## src/rtl/bqeq_pkg.sv

```systemverilog
// ----------------------------------------------------------------------------
// bqeq_pkg: shared types and constants of the beat quantizing event queue
// command and result formats passed between the front, the queues and the back
// ----------------------------------------------------------------------------
package bqeq_pkg;

    localparam int PAYLOAD_W = 32;
    localparam int FRAME_W   = 16;
    localparam int POS_W     = 48;
    localparam int FRAC_W    = 16;
    localparam int BEAT_W    = POS_W - FRAC_W + 1;
    localparam int SUM_W     = POS_W + 1;

    // input action codes
    localparam logic [1:0] ACT_EVENT = 2'd0;
    localparam logic [1:0] ACT_SPEED = 2'd1;
    localparam logic [1:0] ACT_TICK  = 2'd2;

    // quantize mode codes
    localparam logic [1:0] QM_FLOOR1 = 2'd0;
    localparam logic [1:0] QM_ROUND1 = 2'd1;
    localparam logic [1:0] QM_CEIL   = 2'd2;

    // rounding biases in Q32.16, one beat folded in where the target adds one
    localparam logic [SUM_W-1:0] ONE_BEAT   = SUM_W'(32'h0001_0000);
    localparam logic [SUM_W-1:0] HALF_BEAT  = SUM_W'(32'h0000_8000);
    localparam logic [SUM_W-1:0] BIAS_FLOOR = ONE_BEAT;
    localparam logic [SUM_W-1:0] BIAS_ROUND = ONE_BEAT + HALF_BEAT;
    localparam logic [SUM_W-1:0] BIAS_CEIL  = ONE_BEAT - SUM_W'(1);

    typedef enum logic [1:0] {
        CMD_PASS,
        CMD_ENQ,
        CMD_DRAIN,
        CMD_TICK
    } cmd_op_t;

    typedef struct packed {
        cmd_op_t               op;
        logic [PAYLOAD_W-1:0]  payload;
        logic [FRAME_W-1:0]    frame;
        logic [BEAT_W-1:0]     beat;
    } cmd_t;

    typedef struct packed {
        logic [PAYLOAD_W-1:0]  payload;
        logic [FRAME_W-1:0]    frame;
        logic                  last;
    } result_t;

    typedef enum logic {
        BK_IDLE,
        BK_RELEASE
    } back_state_t;

endpackage

```

## src/rtl/beat_quantizing_event_queue.sv

```systemverilog
// ----------------------------------------------------------------------------
// beat_quantizing_event_queue: holds musical events until a beat boundary
// front classifier, command queue, event ring sequencer and result queue
// ----------------------------------------------------------------------------
// the block takes one input beat per cycle while its command queue has room:
// an event (action 0), a transport speed update (action 1) or a beat position
// tick (action 2). while the transport rolls, events are stored with a whole
// target beat chosen by quantize_mode (floor plus one, round-half-up plus one
// or ceiling of the Q32.16 position); a full ring of QUEUE_DEPTH entries drops
// new events. a tick releases stored events in order while the head target is
// at or below the tick position, a stop releases all of them, and a stopped
// transport passes events straight through. released events carry the frame
// of the item that released them, out_last marks the final result of an item.
// the back sequencer releases the entries of a tick or stop one entry per
// cycle while the result queue has room, from the registered ring read port.
// a stalled result side only holds up the back; the front keeps accepting
// until the two-entry command queue fills. the user must write quantize_mode
// only while the block is idle; the block itself does not enforce this.
module beat_quantizing_event_queue #(
    parameter int QUEUE_DEPTH = 64
) (
    input  logic        clk,
    input  logic        rst_n,
    // configuration
    input  logic        cfg_wr_en,
    input  logic [1:0]  cfg_wr_data,
    // input beats
    input  logic        push,
    output logic        full,
    input  logic [1:0]  action,
    input  logic [31:0] event_payload,
    input  logic [15:0] frame_offset,
    input  logic [47:0] beat_pos,
    input  logic        speed_positive,
    // result beats
    output logic        empty,
    input  logic        pop,
    output logic [31:0] out_payload,
    output logic [15:0] out_frame,
    output logic        out_last
);

    localparam int CMD_W = $bits(bqeq_pkg::cmd_t);
    localparam int RES_W = $bits(bqeq_pkg::result_t);

    logic              in_take;
    logic              cmd_push;
    bqeq_pkg::cmd_t    cmd_in;
    logic [CMD_W-1:0]  cmd_rd_bits;
    bqeq_pkg::cmd_t    cmd_out;
    logic              cmd_empty;
    logic              cmd_pop;
    logic              res_push;
    bqeq_pkg::result_t res_in;
    logic              res_full;
    logic [RES_W-1:0]  res_rd_bits;
    bqeq_pkg::result_t res_out;

    // an input beat is taken whenever the command queue has room
    assign in_take = push && !full;

    bqeq_front u_front (
        .clk            (clk),
        .rst_n          (rst_n),
        .cfg_wr_en      (cfg_wr_en),
        .cfg_wr_data    (cfg_wr_data),
        .in_take        (in_take),
        .action         (action),
        .event_payload  (event_payload),
        .frame_offset   (frame_offset),
        .beat_pos       (beat_pos),
        .speed_positive (speed_positive),
        .cmd_push       (cmd_push),
        .cmd            (cmd_in)
    );

    // commands from front to back
    bqeq_fifo #(
        .WIDTH (CMD_W)
    ) u_cmd_fifo (
        .clk     (clk),
        .rst_n   (rst_n),
        .push    (cmd_push),
        .wr_data (cmd_in),
        .full    (full),
        .pop     (cmd_pop),
        .rd_data (cmd_rd_bits),
        .empty   (cmd_empty)
    );

    assign cmd_out = cmd_rd_bits;

    bqeq_back #(
        .QUEUE_DEPTH (QUEUE_DEPTH)
    ) u_back (
        .clk       (clk),
        .rst_n     (rst_n),
        .cmd_valid (!cmd_empty),
        .cmd       (cmd_out),
        .cmd_pop   (cmd_pop),
        .res_full  (res_full),
        .res_push  (res_push),
        .res       (res_in)
    );

    // result beats wait here, so a stalled consumer holds up the back first
    bqeq_fifo #(
        .WIDTH (RES_W)
    ) u_res_fifo (
        .clk     (clk),
        .rst_n   (rst_n),
        .push    (res_push),
        .wr_data (res_in),
        .full    (res_full),
        .pop     (pop),
        .rd_data (res_rd_bits),
        .empty   (empty)
    );

    assign res_out     = res_rd_bits;
    assign out_payload = res_out.payload;
    assign out_frame   = res_out.frame;
    assign out_last    = res_out.last;

endmodule

```

## src/rtl/bqeq_fifo.sv

```systemverilog
// ----------------------------------------------------------------------------
// bqeq_fifo: two-entry queue
// decouples a producer and a consumer, full and empty flags from a fill count
// ----------------------------------------------------------------------------
module bqeq_fifo #(
    parameter int WIDTH = 8
) (
    input  logic             clk,
    input  logic             rst_n,
    input  logic             push,
    input  logic [WIDTH-1:0] wr_data,
    output logic             full,
    input  logic             pop,
    output logic [WIDTH-1:0] rd_data,
    output logic             empty
);

    logic [WIDTH-1:0] entries_reg [2];
    logic             wr_ptr_reg;
    logic             wr_ptr_next;
    logic             rd_ptr_reg;
    logic             rd_ptr_next;
    logic [1:0]       count_reg;
    logic [1:0]       count_next;
    logic             do_push;
    logic             do_pop;

    assign full    = (count_reg == 2'd2);
    assign empty   = (count_reg == 2'd0);
    assign do_push = push && !full;
    assign do_pop  = pop && !empty;
    assign rd_data = entries_reg[rd_ptr_reg];

    always_comb
    begin
        wr_ptr_next = do_push ? ~wr_ptr_reg : wr_ptr_reg;
        rd_ptr_next = do_pop ? ~rd_ptr_reg : rd_ptr_reg;
        count_next  = count_reg + 2'(do_push) - 2'(do_pop);
    end

    always_ff @(posedge clk or negedge rst_n)
    begin
        if (!rst_n)
        begin
            wr_ptr_reg <= 1'b0;
            rd_ptr_reg <= 1'b0;
            count_reg  <= 2'd0;
        end
        else
        begin
            wr_ptr_reg <= wr_ptr_next;
            rd_ptr_reg <= rd_ptr_next;
            count_reg  <= count_next;
        end
    end

    always_ff @(posedge clk)
    begin
        if (do_push)
        begin
            entries_reg[wr_ptr_reg] <= wr_data;
        end
    end

endmodule

```

## src/rtl/bqeq_front.sv

```systemverilog
// ----------------------------------------------------------------------------
// bqeq_front: input classifier
// tracks transport and mode; an event, tick or stop makes a back-end command
// ----------------------------------------------------------------------------
module bqeq_front (
    input  logic                            clk,
    input  logic                            rst_n,
    input  logic                            cfg_wr_en,
    input  logic [1:0]                      cfg_wr_data,
    input  logic                            in_take,
    input  logic [1:0]                      action,
    input  logic [bqeq_pkg::PAYLOAD_W-1:0]  event_payload,
    input  logic [bqeq_pkg::FRAME_W-1:0]    frame_offset,
    input  logic [bqeq_pkg::POS_W-1:0]      beat_pos,
    input  logic                            speed_positive,
    output logic                            cmd_push,
    output bqeq_pkg::cmd_t                  cmd
);

    logic [1:0]                     mode_reg;
    logic                           rolling_reg;
    logic                           rolling_next;
    logic [bqeq_pkg::SUM_W-1:0]     bias;
    logic [bqeq_pkg::SUM_W-1:0]     biased_pos;
    logic [bqeq_pkg::BEAT_W-1:0]    target;

    // target beat = floor((pos + bias) / one beat), one add for every mode
    always_comb
    begin
        case (mode_reg)
            bqeq_pkg::QM_ROUND1: bias = bqeq_pkg::BIAS_ROUND;
            bqeq_pkg::QM_CEIL:   bias = bqeq_pkg::BIAS_CEIL;
            default:             bias = bqeq_pkg::BIAS_FLOOR;
        endcase
        biased_pos = {1'b0, beat_pos} + bias;
        target     = biased_pos[bqeq_pkg::SUM_W-1:bqeq_pkg::FRAC_W];
    end

    always_comb
    begin
        cmd_push     = 1'b0;
        rolling_next = rolling_reg;
        cmd.op       = bqeq_pkg::CMD_PASS;
        cmd.payload  = event_payload;
        cmd.frame    = frame_offset;
        cmd.beat     = target;
        if (in_take)
        begin
            case (action)
                bqeq_pkg::ACT_EVENT:
                begin
                    cmd_push = 1'b1;
                    cmd.op   = rolling_reg ? bqeq_pkg::CMD_ENQ : bqeq_pkg::CMD_PASS;
                end
                bqeq_pkg::ACT_SPEED:
                begin
                    rolling_next = speed_positive;
                    cmd_push     = !speed_positive;
                    cmd.op       = bqeq_pkg::CMD_DRAIN;
                end
                bqeq_pkg::ACT_TICK:
                begin
                    cmd_push = 1'b1;
                    cmd.op   = bqeq_pkg::CMD_TICK;
                    // whole beats of the position, compared against targets
                    cmd.beat = {1'b0, beat_pos[bqeq_pkg::POS_W-1:bqeq_pkg::FRAC_W]};
                end
                default:
                begin
                    cmd_push = 1'b0;
                end
            endcase
        end
    end

    always_ff @(posedge clk or negedge rst_n)
    begin
        if (!rst_n)
        begin
            mode_reg    <= bqeq_pkg::QM_FLOOR1;
            rolling_reg <= 1'b0;
        end
        else
        begin
            rolling_reg <= rolling_next;
            if (cfg_wr_en)
            begin
                mode_reg <= cfg_wr_data;
            end
        end
    end

endmodule

```

## src/rtl/bqeq_back.sv

```systemverilog
// ----------------------------------------------------------------------------
// bqeq_back: event store and release sequencer
// holds quantized events; with result room, due ones leave one per cycle
// ----------------------------------------------------------------------------
module bqeq_back #(
    parameter int QUEUE_DEPTH = 64
) (
    input  logic              clk,
    input  logic              rst_n,
    input  logic              cmd_valid,
    input  bqeq_pkg::cmd_t    cmd,
    output logic              cmd_pop,
    input  logic              res_full,
    output logic              res_push,
    output bqeq_pkg::result_t res
);

    localparam int IDX_W = $clog2(QUEUE_DEPTH);
    localparam int CNT_W = $clog2(QUEUE_DEPTH + 1);

    logic [bqeq_pkg::PAYLOAD_W-1:0] payload_mem [QUEUE_DEPTH];
    logic [bqeq_pkg::BEAT_W-1:0]    target_mem  [QUEUE_DEPTH];

    bqeq_pkg::back_state_t          state_reg;
    bqeq_pkg::back_state_t          state_next;
    logic [IDX_W-1:0]               head_reg;
    logic [IDX_W-1:0]               head_next;
    logic [IDX_W-1:0]               tail_reg;
    logic [IDX_W-1:0]               tail_next;
    logic [CNT_W-1:0]               count_reg;
    logic [CNT_W-1:0]               count_next;
    logic                           all_reg;
    logic [bqeq_pkg::BEAT_W-1:0]    bound_reg;
    logic [bqeq_pkg::FRAME_W-1:0]   frame_reg;
    logic                           pend_valid_reg;
    logic [bqeq_pkg::PAYLOAD_W-1:0] pend_payload_reg;
    logic [bqeq_pkg::PAYLOAD_W-1:0] rd_payload_reg;
    logic [bqeq_pkg::BEAT_W-1:0]    rd_target_reg;

    logic head_avail;
    logic mem_we;
    logic head_adv;
    logic pend_load;
    logic pend_clear;
    logic rel_start;
    logic rel_done;

    // head entry is registered read data of the current head slot
    assign head_avail = (count_reg != '0) && (all_reg || (rd_target_reg <= bound_reg));

    // output decode
    always_comb
    begin
        cmd_pop    = 1'b0;
        res_push   = 1'b0;
        res        = '{payload: pend_payload_reg, frame: frame_reg, last: 1'b0};
        mem_we     = 1'b0;
        head_adv   = 1'b0;
        pend_load  = 1'b0;
        pend_clear = 1'b0;
        rel_start  = 1'b0;
        rel_done   = 1'b0;
        case (state_reg)
            bqeq_pkg::BK_IDLE:
            begin
                if (cmd_valid)
                begin
                    case (cmd.op)
                        bqeq_pkg::CMD_PASS:
                        begin
                            if (!res_full)
                            begin
                                res_push = 1'b1;
                                res      = '{payload: cmd.payload, frame: cmd.frame,
                                             last: 1'b1};
                                cmd_pop  = 1'b1;
                            end
                        end
                        bqeq_pkg::CMD_ENQ:
                        begin
                            cmd_pop = 1'b1;
                            // full queue drops the event
                            mem_we  = (count_reg < CNT_W'(QUEUE_DEPTH));
                        end
                        default:
                        begin
                            cmd_pop   = 1'b1;
                            rel_start = 1'b1;
                        end
                    endcase
                end
            end
            bqeq_pkg::BK_RELEASE:
            begin
                if (head_avail)
                begin
                    // hold one entry back so the final one can be marked last
                    if (!pend_valid_reg)
                    begin
                        head_adv  = 1'b1;
                        pend_load = 1'b1;
                    end
                    else if (!res_full)
                    begin
                        res_push  = 1'b1;
                        head_adv  = 1'b1;
                        pend_load = 1'b1;
                    end
                end
                else if (pend_valid_reg)
                begin
                    if (!res_full)
                    begin
                        res_push   = 1'b1;
                        res.last   = 1'b1;
                        pend_clear = 1'b1;
                        rel_done   = 1'b1;
                    end
                end
                else
                begin
                    rel_done = 1'b1;
                end
            end
            default:
            begin
                rel_done = 1'b1;
            end
        endcase
    end

    // next state
    always_comb
    begin
        state_next = state_reg;
        case (state_reg)
            bqeq_pkg::BK_IDLE:
            begin
                if (rel_start)
                begin
                    state_next = bqeq_pkg::BK_RELEASE;
                end
            end
            bqeq_pkg::BK_RELEASE:
            begin
                if (rel_done)
                begin
                    state_next = bqeq_pkg::BK_IDLE;
                end
            end
            default:
            begin
                state_next = bqeq_pkg::BK_IDLE;
            end
        endcase
    end

    always_comb
    begin
        head_next = head_reg;
        tail_next = tail_reg;
        if (head_adv)
        begin
            head_next = (head_reg == IDX_W'(QUEUE_DEPTH - 1)) ? '0 : head_reg + IDX_W'(1);
        end
        if (mem_we)
        begin
            tail_next = (tail_reg == IDX_W'(QUEUE_DEPTH - 1)) ? '0 : tail_reg + IDX_W'(1);
        end
        count_next = count_reg + CNT_W'(mem_we) - CNT_W'(head_adv);
    end

    always_ff @(posedge clk or negedge rst_n)
    begin
        if (!rst_n)
        begin
            state_reg      <= bqeq_pkg::BK_IDLE;
            head_reg       <= '0;
            tail_reg       <= '0;
            count_reg      <= '0;
            pend_valid_reg <= 1'b0;
        end
        else
        begin
            state_reg <= state_next;
            head_reg  <= head_next;
            tail_reg  <= tail_next;
            count_reg <= count_next;
            if (pend_load)
            begin
                pend_valid_reg <= 1'b1;
            end
            else if (pend_clear)
            begin
                pend_valid_reg <= 1'b0;
            end
        end
    end

    always_ff @(posedge clk)
    begin
        if (rel_start)
        begin
            all_reg   <= (cmd.op == bqeq_pkg::CMD_DRAIN);
            bound_reg <= cmd.beat;
            frame_reg <= cmd.frame;
        end
        if (pend_load)
        begin
            pend_payload_reg <= rd_payload_reg;
        end
    end

    // event ring, read at the upcoming head every cycle, write-first on a hit
    always_ff @(posedge clk)
    begin
        if (mem_we)
        begin
            payload_mem[tail_reg] <= cmd.payload;
            target_mem[tail_reg]  <= cmd.beat;
        end
        if (mem_we && (tail_reg == head_next))
        begin
            rd_payload_reg <= cmd.payload;
            rd_target_reg  <= cmd.beat;
        end
        else
        begin
            rd_payload_reg <= payload_mem[head_next];
            rd_target_reg  <= target_mem[head_next];
        end
    end

endmodule

```

## config.mk

```make
export PLATFORM = sky130hd
export DESIGN_NAME = beat_quantizing_event_queue
export DESIGN_NICKNAME = d
export VERILOG_FILES = /design/src/rtl/bqeq_pkg.sv /design/src/rtl/beat_quantizing_event_queue.sv /design/src/rtl/bqeq_fifo.sv /design/src/rtl/bqeq_front.sv /design/src/rtl/bqeq_back.sv
export SDC_FILE = /design/constraint.sdc
export NUM_CORES = 2
export LEC_CHECK = 0
export BUFFER_PORTS_ARGS = -buffer_cell sky130_fd_sc_hd__buf_2
export CORE_MARGIN = 2
export CORE_UTILIZATION = 36
export DETAILED_ROUTE_END_ITERATION = 10
export PLACE_DENSITY = 0.5
export RECOVER_POWER = 100
export SLEW_MARGIN = 20
export SYNTH_ARGS = -nofsm -noshare
export SYNTH_HDL_FRONTEND = slang
export SYNTH_HIERARCHICAL = 1
export SYNTH_MEMORY_MAX_BITS = 65536
export SYNTH_SLANG_ARGS = --single-unit
```

## constraint.sdc

```tcl
create_clock -name clk -period 7.75 [get_ports clk]
set_clock_uncertainty 0.1 [all_clocks]
set_input_delay 1.9375 -clock clk [delete_from_list [all_inputs] [get_ports clk]]
set_output_delay 1.9375 -clock clk [all_outputs]
set_load 0.05 [all_outputs]
```

# ---- Yosys cells after proc, flatten, opt, wreduce, memory -nomap -nowiden
# Memory sizes are Yosys's and may differ from the RTL's. A register that Yosys moved wholly into a read port is not among the register bits.
# Cells that the tools add are included.
# W data, S select, Z words.
dict set report totals {
  ff_bits 114
  mem_bits_rw 4424
  word_cells 116
  n_memories 4
}
# memory words width read_ports rd_ports_with_merged_regs write_ports line
set memory_table {}
lappend memory_table {u_back.target_mem 64 33 1 1 1 bqeq_back.sv:22} ;# logic [bqeq_pkg::BEAT_W-1:0] target_mem [QUEUE_DEPTH];
lappend memory_table {u_back.payload_mem 64 32 1 1 1 bqeq_back.sv:21} ;# logic [bqeq_pkg::PAYLOAD_W-1:0] payload_mem [QUEUE_DEPTH];
lappend memory_table {u_cmd_fifo.entries_reg 2 83 1 0 1 bqeq_fifo.sv:18} ;# logic [WIDTH-1:0] entries_reg [2];
lappend memory_table {u_res_fifo.entries_reg 2 49 1 0 1 bqeq_fifo.sv:18}
dict set report op_classes {
  addsub 9
  magnitude_cmp 2
  eq_ne 10
  n_mux 48
  bitwise 5
  reduce_logical 21
}
# cell n
set op_table {}
lappend op_table {{$mux W49} 3}
lappend op_table {{$mux W33} 2}
lappend op_table {{$add A48 B17 Y49} 1}
lappend op_table {{$mux W48} 1}
lappend op_table {{$pmux W17 S2} 1}
lappend op_table {{$le A33 B33 Y1} 1}
lappend op_table {{$mux W1} 32}
lappend op_table {{$mux W6} 3}
lappend op_table {{$add A6 B1 Y6 const B} 2}
lappend op_table {{$eq A6 B6 Y1 const B} 2}
lappend op_table {{$eq A2 B2 Y1 const B} 5}
lappend op_table {{$logic_not A2 Y1} 4}
lappend op_table {{$pmux W1 S2} 4}
lappend op_table {{$add A7 B1 Y7} 1}
lappend op_table {{$lt A7 B7 Y1 const B} 1}
lappend op_table {{$reduce_bool A7 Y1} 1}
lappend op_table {{$sub A7 B1 Y7} 1}
lappend op_table {{$eq A2 B1 Y1 const B} 3}
lappend op_table {{$logic_and A1 B1 Y1} 6}
lappend op_table {{$pmux W2 S3} 1}
lappend op_table {{$logic_not A1 Y1} 5}
lappend op_table {{$not A1 Y1} 5}
lappend op_table {{$add A2 B1 Y2} 2}
lappend op_table {{$reduce_or A2 Y1} 2}
lappend op_table {{5 further kinds} 6}

# ---- Depth between registers and ports, before layout
dict set report depth {
  ltp_word 8
  mapped_depth 23
}

# ---- Cells and area by module
# The synthesis kept the hierarchy.
# mod instances cells_per_inst area_per_inst_um2 seq_area_each_um2
set by_module_without_submodules {}
lappend by_module_without_submodules {bqeq_back 1 6316 162529.6 128027.8}
lappend by_module_without_submodules {{bqeq_fifo at u_cmd_fifo} 1 276 6431.2 5084.9}
lappend by_module_without_submodules {{bqeq_fifo at u_res_fifo} 1 171 3990.1 3042.9}
lappend by_module_without_submodules {bqeq_front 1 207 1612.8 75.1}
lappend by_module_without_submodules {beat_quantizing_event_queue 1 2 17.5 0.0}

# ---- Worst setup path before layout
# OpenSTA, ideal clock, no wires.
dict set report synth_timing {
  path_kind {input -> register}
  start {input action[1]}
  end {memory u_cmd_fifo/entries_reg[0][0] (netlist bit) (enable)}
  setup_ns 0.525
  arrival_time_ns 6.047
  required_ns 7.125
  slack_ns 1.078
  cell_stages 6
  n_path_buf 0
  cell_sequence {inv_1 > ha_1 > a211oi_1 > nor3b_1 > nand2_1 > nor2_1}
}
dict set report synth_via {
  elab_chain_cells 7
}
# item line
set synth_lines {}
lappend synth_lines {{from (decl)} beat_quantizing_event_queue.sv:30} ;# input logic [1:0] action,
lappend synth_lines {{$eq A2 B2 Y1 / $logic_not A2 Y1 (equally long branches)} bqeq_front.sv:49} ;# case (action)
lappend synth_lines {{$reduce_or A2 Y1 (no line)} n/a}
lappend synth_lines {{$pmux W1 S2 *} bqeq_front.sv:49}
lappend synth_lines {{$mux W1 *} bqeq_front.sv:47} ;# if (in_take)
lappend synth_lines {{via cmd_push} beat_quantizing_event_queue.sv:47} ;# logic cmd_push;
lappend synth_lines {{$logic_and A1 B1 Y1 *} bqeq_fifo.sv:30} ;# assign do_push = push && !full;
lappend synth_lines {{$mux W1 *} bqeq_fifo.sv:59} ;# if (do_push)
lappend synth_lines {{$mux W1 (not written as such) *} bqeq_fifo.sv:61} ;# entries_reg[wr_ptr_reg] <= wr_data;
lappend synth_lines {{to (decl)} bqeq_fifo.sv:18}
# The timed path passes the listed nets; every way through them passes the cells marked *.

==> reports/metrics.cfg <==
[global_route]
grt_pass1_wl_mm = 697
grt_max_degree = 106
antenna_found_initial = 22
grt-busiest-layer = met2
met2_usage = 0.332
use_met3 = 0.0327
grt_use_met1 = 0.299
grt_use_total = 0.206
grt_pass1_vias = 82200
grt-ovfl-total = 0

[timing]
worst_pin_slew_ns = 4.57
min_period_ns = 7.51
fin_crit_sh = 0.969
fmax_ghz = 0.133
relSlewSlack = -2.05
setup_viol = 0
slew_violations = 7325
hold_viol = 0
tns_ns = 0
rsz0062_at_grt = false

[place]
portBuffers = 156
dp_hpwl_mm = 260
routabilityCongestion = 0.782

[setup_path]
critPathTopFamily = buffers and inverters
worst_setup_path_end_kind = flip-flop
worstPathArrival_ns = 7.96
cpMaxStageDelayCell = buf_2
critPathKind = flip-flop to flip-flop
critPathLaunchType = flip-flop
cpMostUsedCell = mux4_2
cp.depth = 14
ff2ff_path_depth = 14
crit_chain = buf_12 > buf_12 > mux4_2 > mux4_2 > mux4_2 > ha_1 > nand4_1 > nor4_1 > a41oi_1 > or2_2 > a2bb2oi_1 > buf_4 > inv_1 > buf_2
worst_path_largest_cell_delay_ns = 1.30
path_max_fanout = 61
worst_ep_required_time_ns = 8.20
path_buf_inv = 5

[clocking]
cts_sinks = 4544
cts.path.max_buffers = 4
postCtsSetupBuffers = 0
root_buffer = clkbuf_16
cts_resized = 0
clk_pin_slew_worst_paths_ns = 0.06
clk-insertion-delay-late_ns = 1.02
cts_made_buffers = 473
cts_tree = done
htree_num_levels = 5
cts_hold_buffers = 0

[power]
p_total_mw = 72.7
p_sw_frac = 0.292
leakage_nw = 60.6
p_sw_mw = 21.3
vdd_drop_max_v = 0.000260
power.share.clock = 0.296
p_per_area_nw_per_um2 = 368
p_comb_frac = 0.281
p_seq_frac = 0.423
p_int_mw = 51.5

[synthesis]
ys.flop_type = edfxtp_1
yosys.area.top_type = edfxtp_1
postSynthCellCount = 6972
ys_ff_latch = 4544
seq_area_frac_synth = 0.780
syn_area_um2 = 175000
yosysUniqueCellTypes = 72
syn_nets = 7134
synth-edff-count = 4506
ys_warn_count = 6
syn_area_per_cell_um2 = 25.0
synth_top_area_frac = 0.775
synth_area_leaders = edfxtp_1, mux4_2, mux2_4
async_flop_share = 0.00704

[die]
die_w_um = 700
die-area_um2 = 491000
fp-row-count = 255
core_area_um2 = 483000
dieHeight_um = 700
start_util = 0.362
ios = 157

[job]
cap_violations = 206

[detailed_routing]
postRouteAntennaNets = 0
drtIter0Drc = 11600
first_pass_iters = 6
via_per_inst = 5.69
wl_per_cell_um = 35.9
vias = 81500
route.detailed.drc = 0
finalWirelength_mm = 514

[finish]
drive_above_1_share = 0.302
nNetsFinal = 7652
area.growth.synth_to_final_pct = 13.3
largest_register_ffs = 2112

[hold_path]
holdPathStages = 2
min_path_type = flip-flop to flip-flop

[run_status]
violations = max-capacitance violations, max-slew violations
status = complete, but fails checks

==> tightest hold or removal path, cell delays in order, from the launching register on <==
cell and delay, ns:
dfrtp_1 0.34, nand2_1 0.05, o21ai_0 0.07
==> area by class of cell <==
type / count / area [um2]
Sequential cell: 4544 / 136000
Antenna cell: 8 / 20.0
Clock buffer: 601 / 12400
Fill cell: 41700 / 285000
Tap cell: 6425 / 8040
Clock inverter: 260 / 2100
Inverter: 61 / 229
Multi-Input combinational cell: 1981 / 36100
Timing Repair Buffer: 429 / 2690
==> final timing paths <==
path                                                       from                              endpoint  slack [ns]
worst min-delay path            u_front/rolling_reg$_DFFE_PN0P_       u_front/rolling_reg$_DFFE_PN0P_        0.40
worst max register to register                        flip-flop  u_back/pend_payload_reg[4]$_DFFE_PN_        0.24
worst min register to register  u_front/rolling_reg$_DFFE_PN0P_       u_front/rolling_reg$_DFFE_PN0P_        0.40
worst max-delay path                                  flip-flop  u_back/pend_payload_reg[4]$_DFFE_PN_        0.24
min in group asynchronous                                 rst_n     u_cmd_fifo/count_reg[0]$_DFF_PN0_        1.65
max in group asynchronous                                 rst_n          u_back/head_reg[5]$_DFF_PN0_        4.37
==> power by group through the flow <==
stage / clock, mW / combinational [mW] / sequential [mW]
2_1_floorplan: 0 / 14.6 / 30.7
3_3_place_gp: 0 / 20.7 / 31.1
3_5_place_dp: 0 / 20.9 / 31.1
4_1_cts: 22.0 / 21.0 / 30.6
5_1_grt: 22.9 / 21.8 / 30.8
6_report: 21.6 / 20.4 / 30.7
==> per-stage QoR <==
| stage | cells | worst slack [ns] | utilization | cell area (um2) | hold slack (ns) |
|---|---|---|---|---|---|
| after global routing | 14300 | 0.198 | 0.410 | 198000 | 0.423 |
| after floorplan | 6972 | 1.08 | - | 175000 | 0.349 |
| after detailed placement | 13400 | 0.784 | 0.383 | 185000 | 0.394 |
| after global placement | 13400 | 0.468 | 0.383 | 185000 | 0.364 |
| final | 14300 | 0.243 | 0.410 | 198000 | 0.405 |
| after CTS | 14300 | 0.750 | 0.414 | 200000 | 0.407 |
==> kinds of logic (layout without fill, tap and decap cells) <==
kind of cell,after synthesis,after routing,share of synthesized area
AOI/OAI and AO/OA,79,79,0.00315
muxes,1548,1548,0.190
adders and majority gates,56,56,0.00406
xor gates and xnor gates,50,50,0.00251
and+or+nand+nor,248,248,0.00750
buffers and inverters,447,1351,0.0122
other,0,8,0
DFF,4544,4544,0.780
==> routing by layer <==
layer	vias to the layer above	part of all wire
li1	31300	-
met1	45800	0.42
met2	3662	0.48
met3	716	0.077
met4	0	0.026
met5	-	0
==> cells in the mapped netlist (3+ instances only) <==
| master | instances |
|---|---|
| a21o_1 | 6 |
| a21oi_1 | 20 |
| a2bb2oi_1 | 3 |
| and2_1 | 3 |
| and3_1 | 15 |
| and4_1 | 3 |
| buf_1 | 45 |
| buf_12 | 5 |
| buf_2 | 88 |
| buf_4 | 48 |
| buf_6 | 11 |
| clkbuf_1 | 189 |
| dfrtp_1 | 32 |
| dfxtp_1 | 6 |
| edfxtp_1 | 4506 |
| ha_1 | 55 |
| inv_1 | 61 |
| mux2_2 | 74 |
| mux2_4 | 109 |
| mux4_2 | 1365 |
| nand2_1 | 40 |
| nand2b_1 | 6 |
| nand3_1 | 27 |
| nand3b_1 | 3 |
| nand4_1 | 16 |
| nor2_1 | 89 |
| nor2b_1 | 3 |
| nor3_1 | 11 |
| nor3_2 | 4 |
| nor4_1 | 5 |
| nor4_4 | 3 |
| o21a_1 | 3 |
| o21ai_0 | 15 |
| o21bai_1 | 4 |
| or2_2 | 4 |
| xnor2_1 | 40 |
| xor2_1 | 10 |
==> layout by cell type (no fill, tap or decap), drive strengths merged, types with 32 or more instances in the layout <==
cell,instances
edfxtp,4506
mux4,1365
clkbuf,842
clkinv,213
buf,188
mux2,183
nor2,90
inv,77
ha,55
nand2,40
xnor2,40
dfrtp,32
No activity file was read; power rests on OpenSTA's default activity.
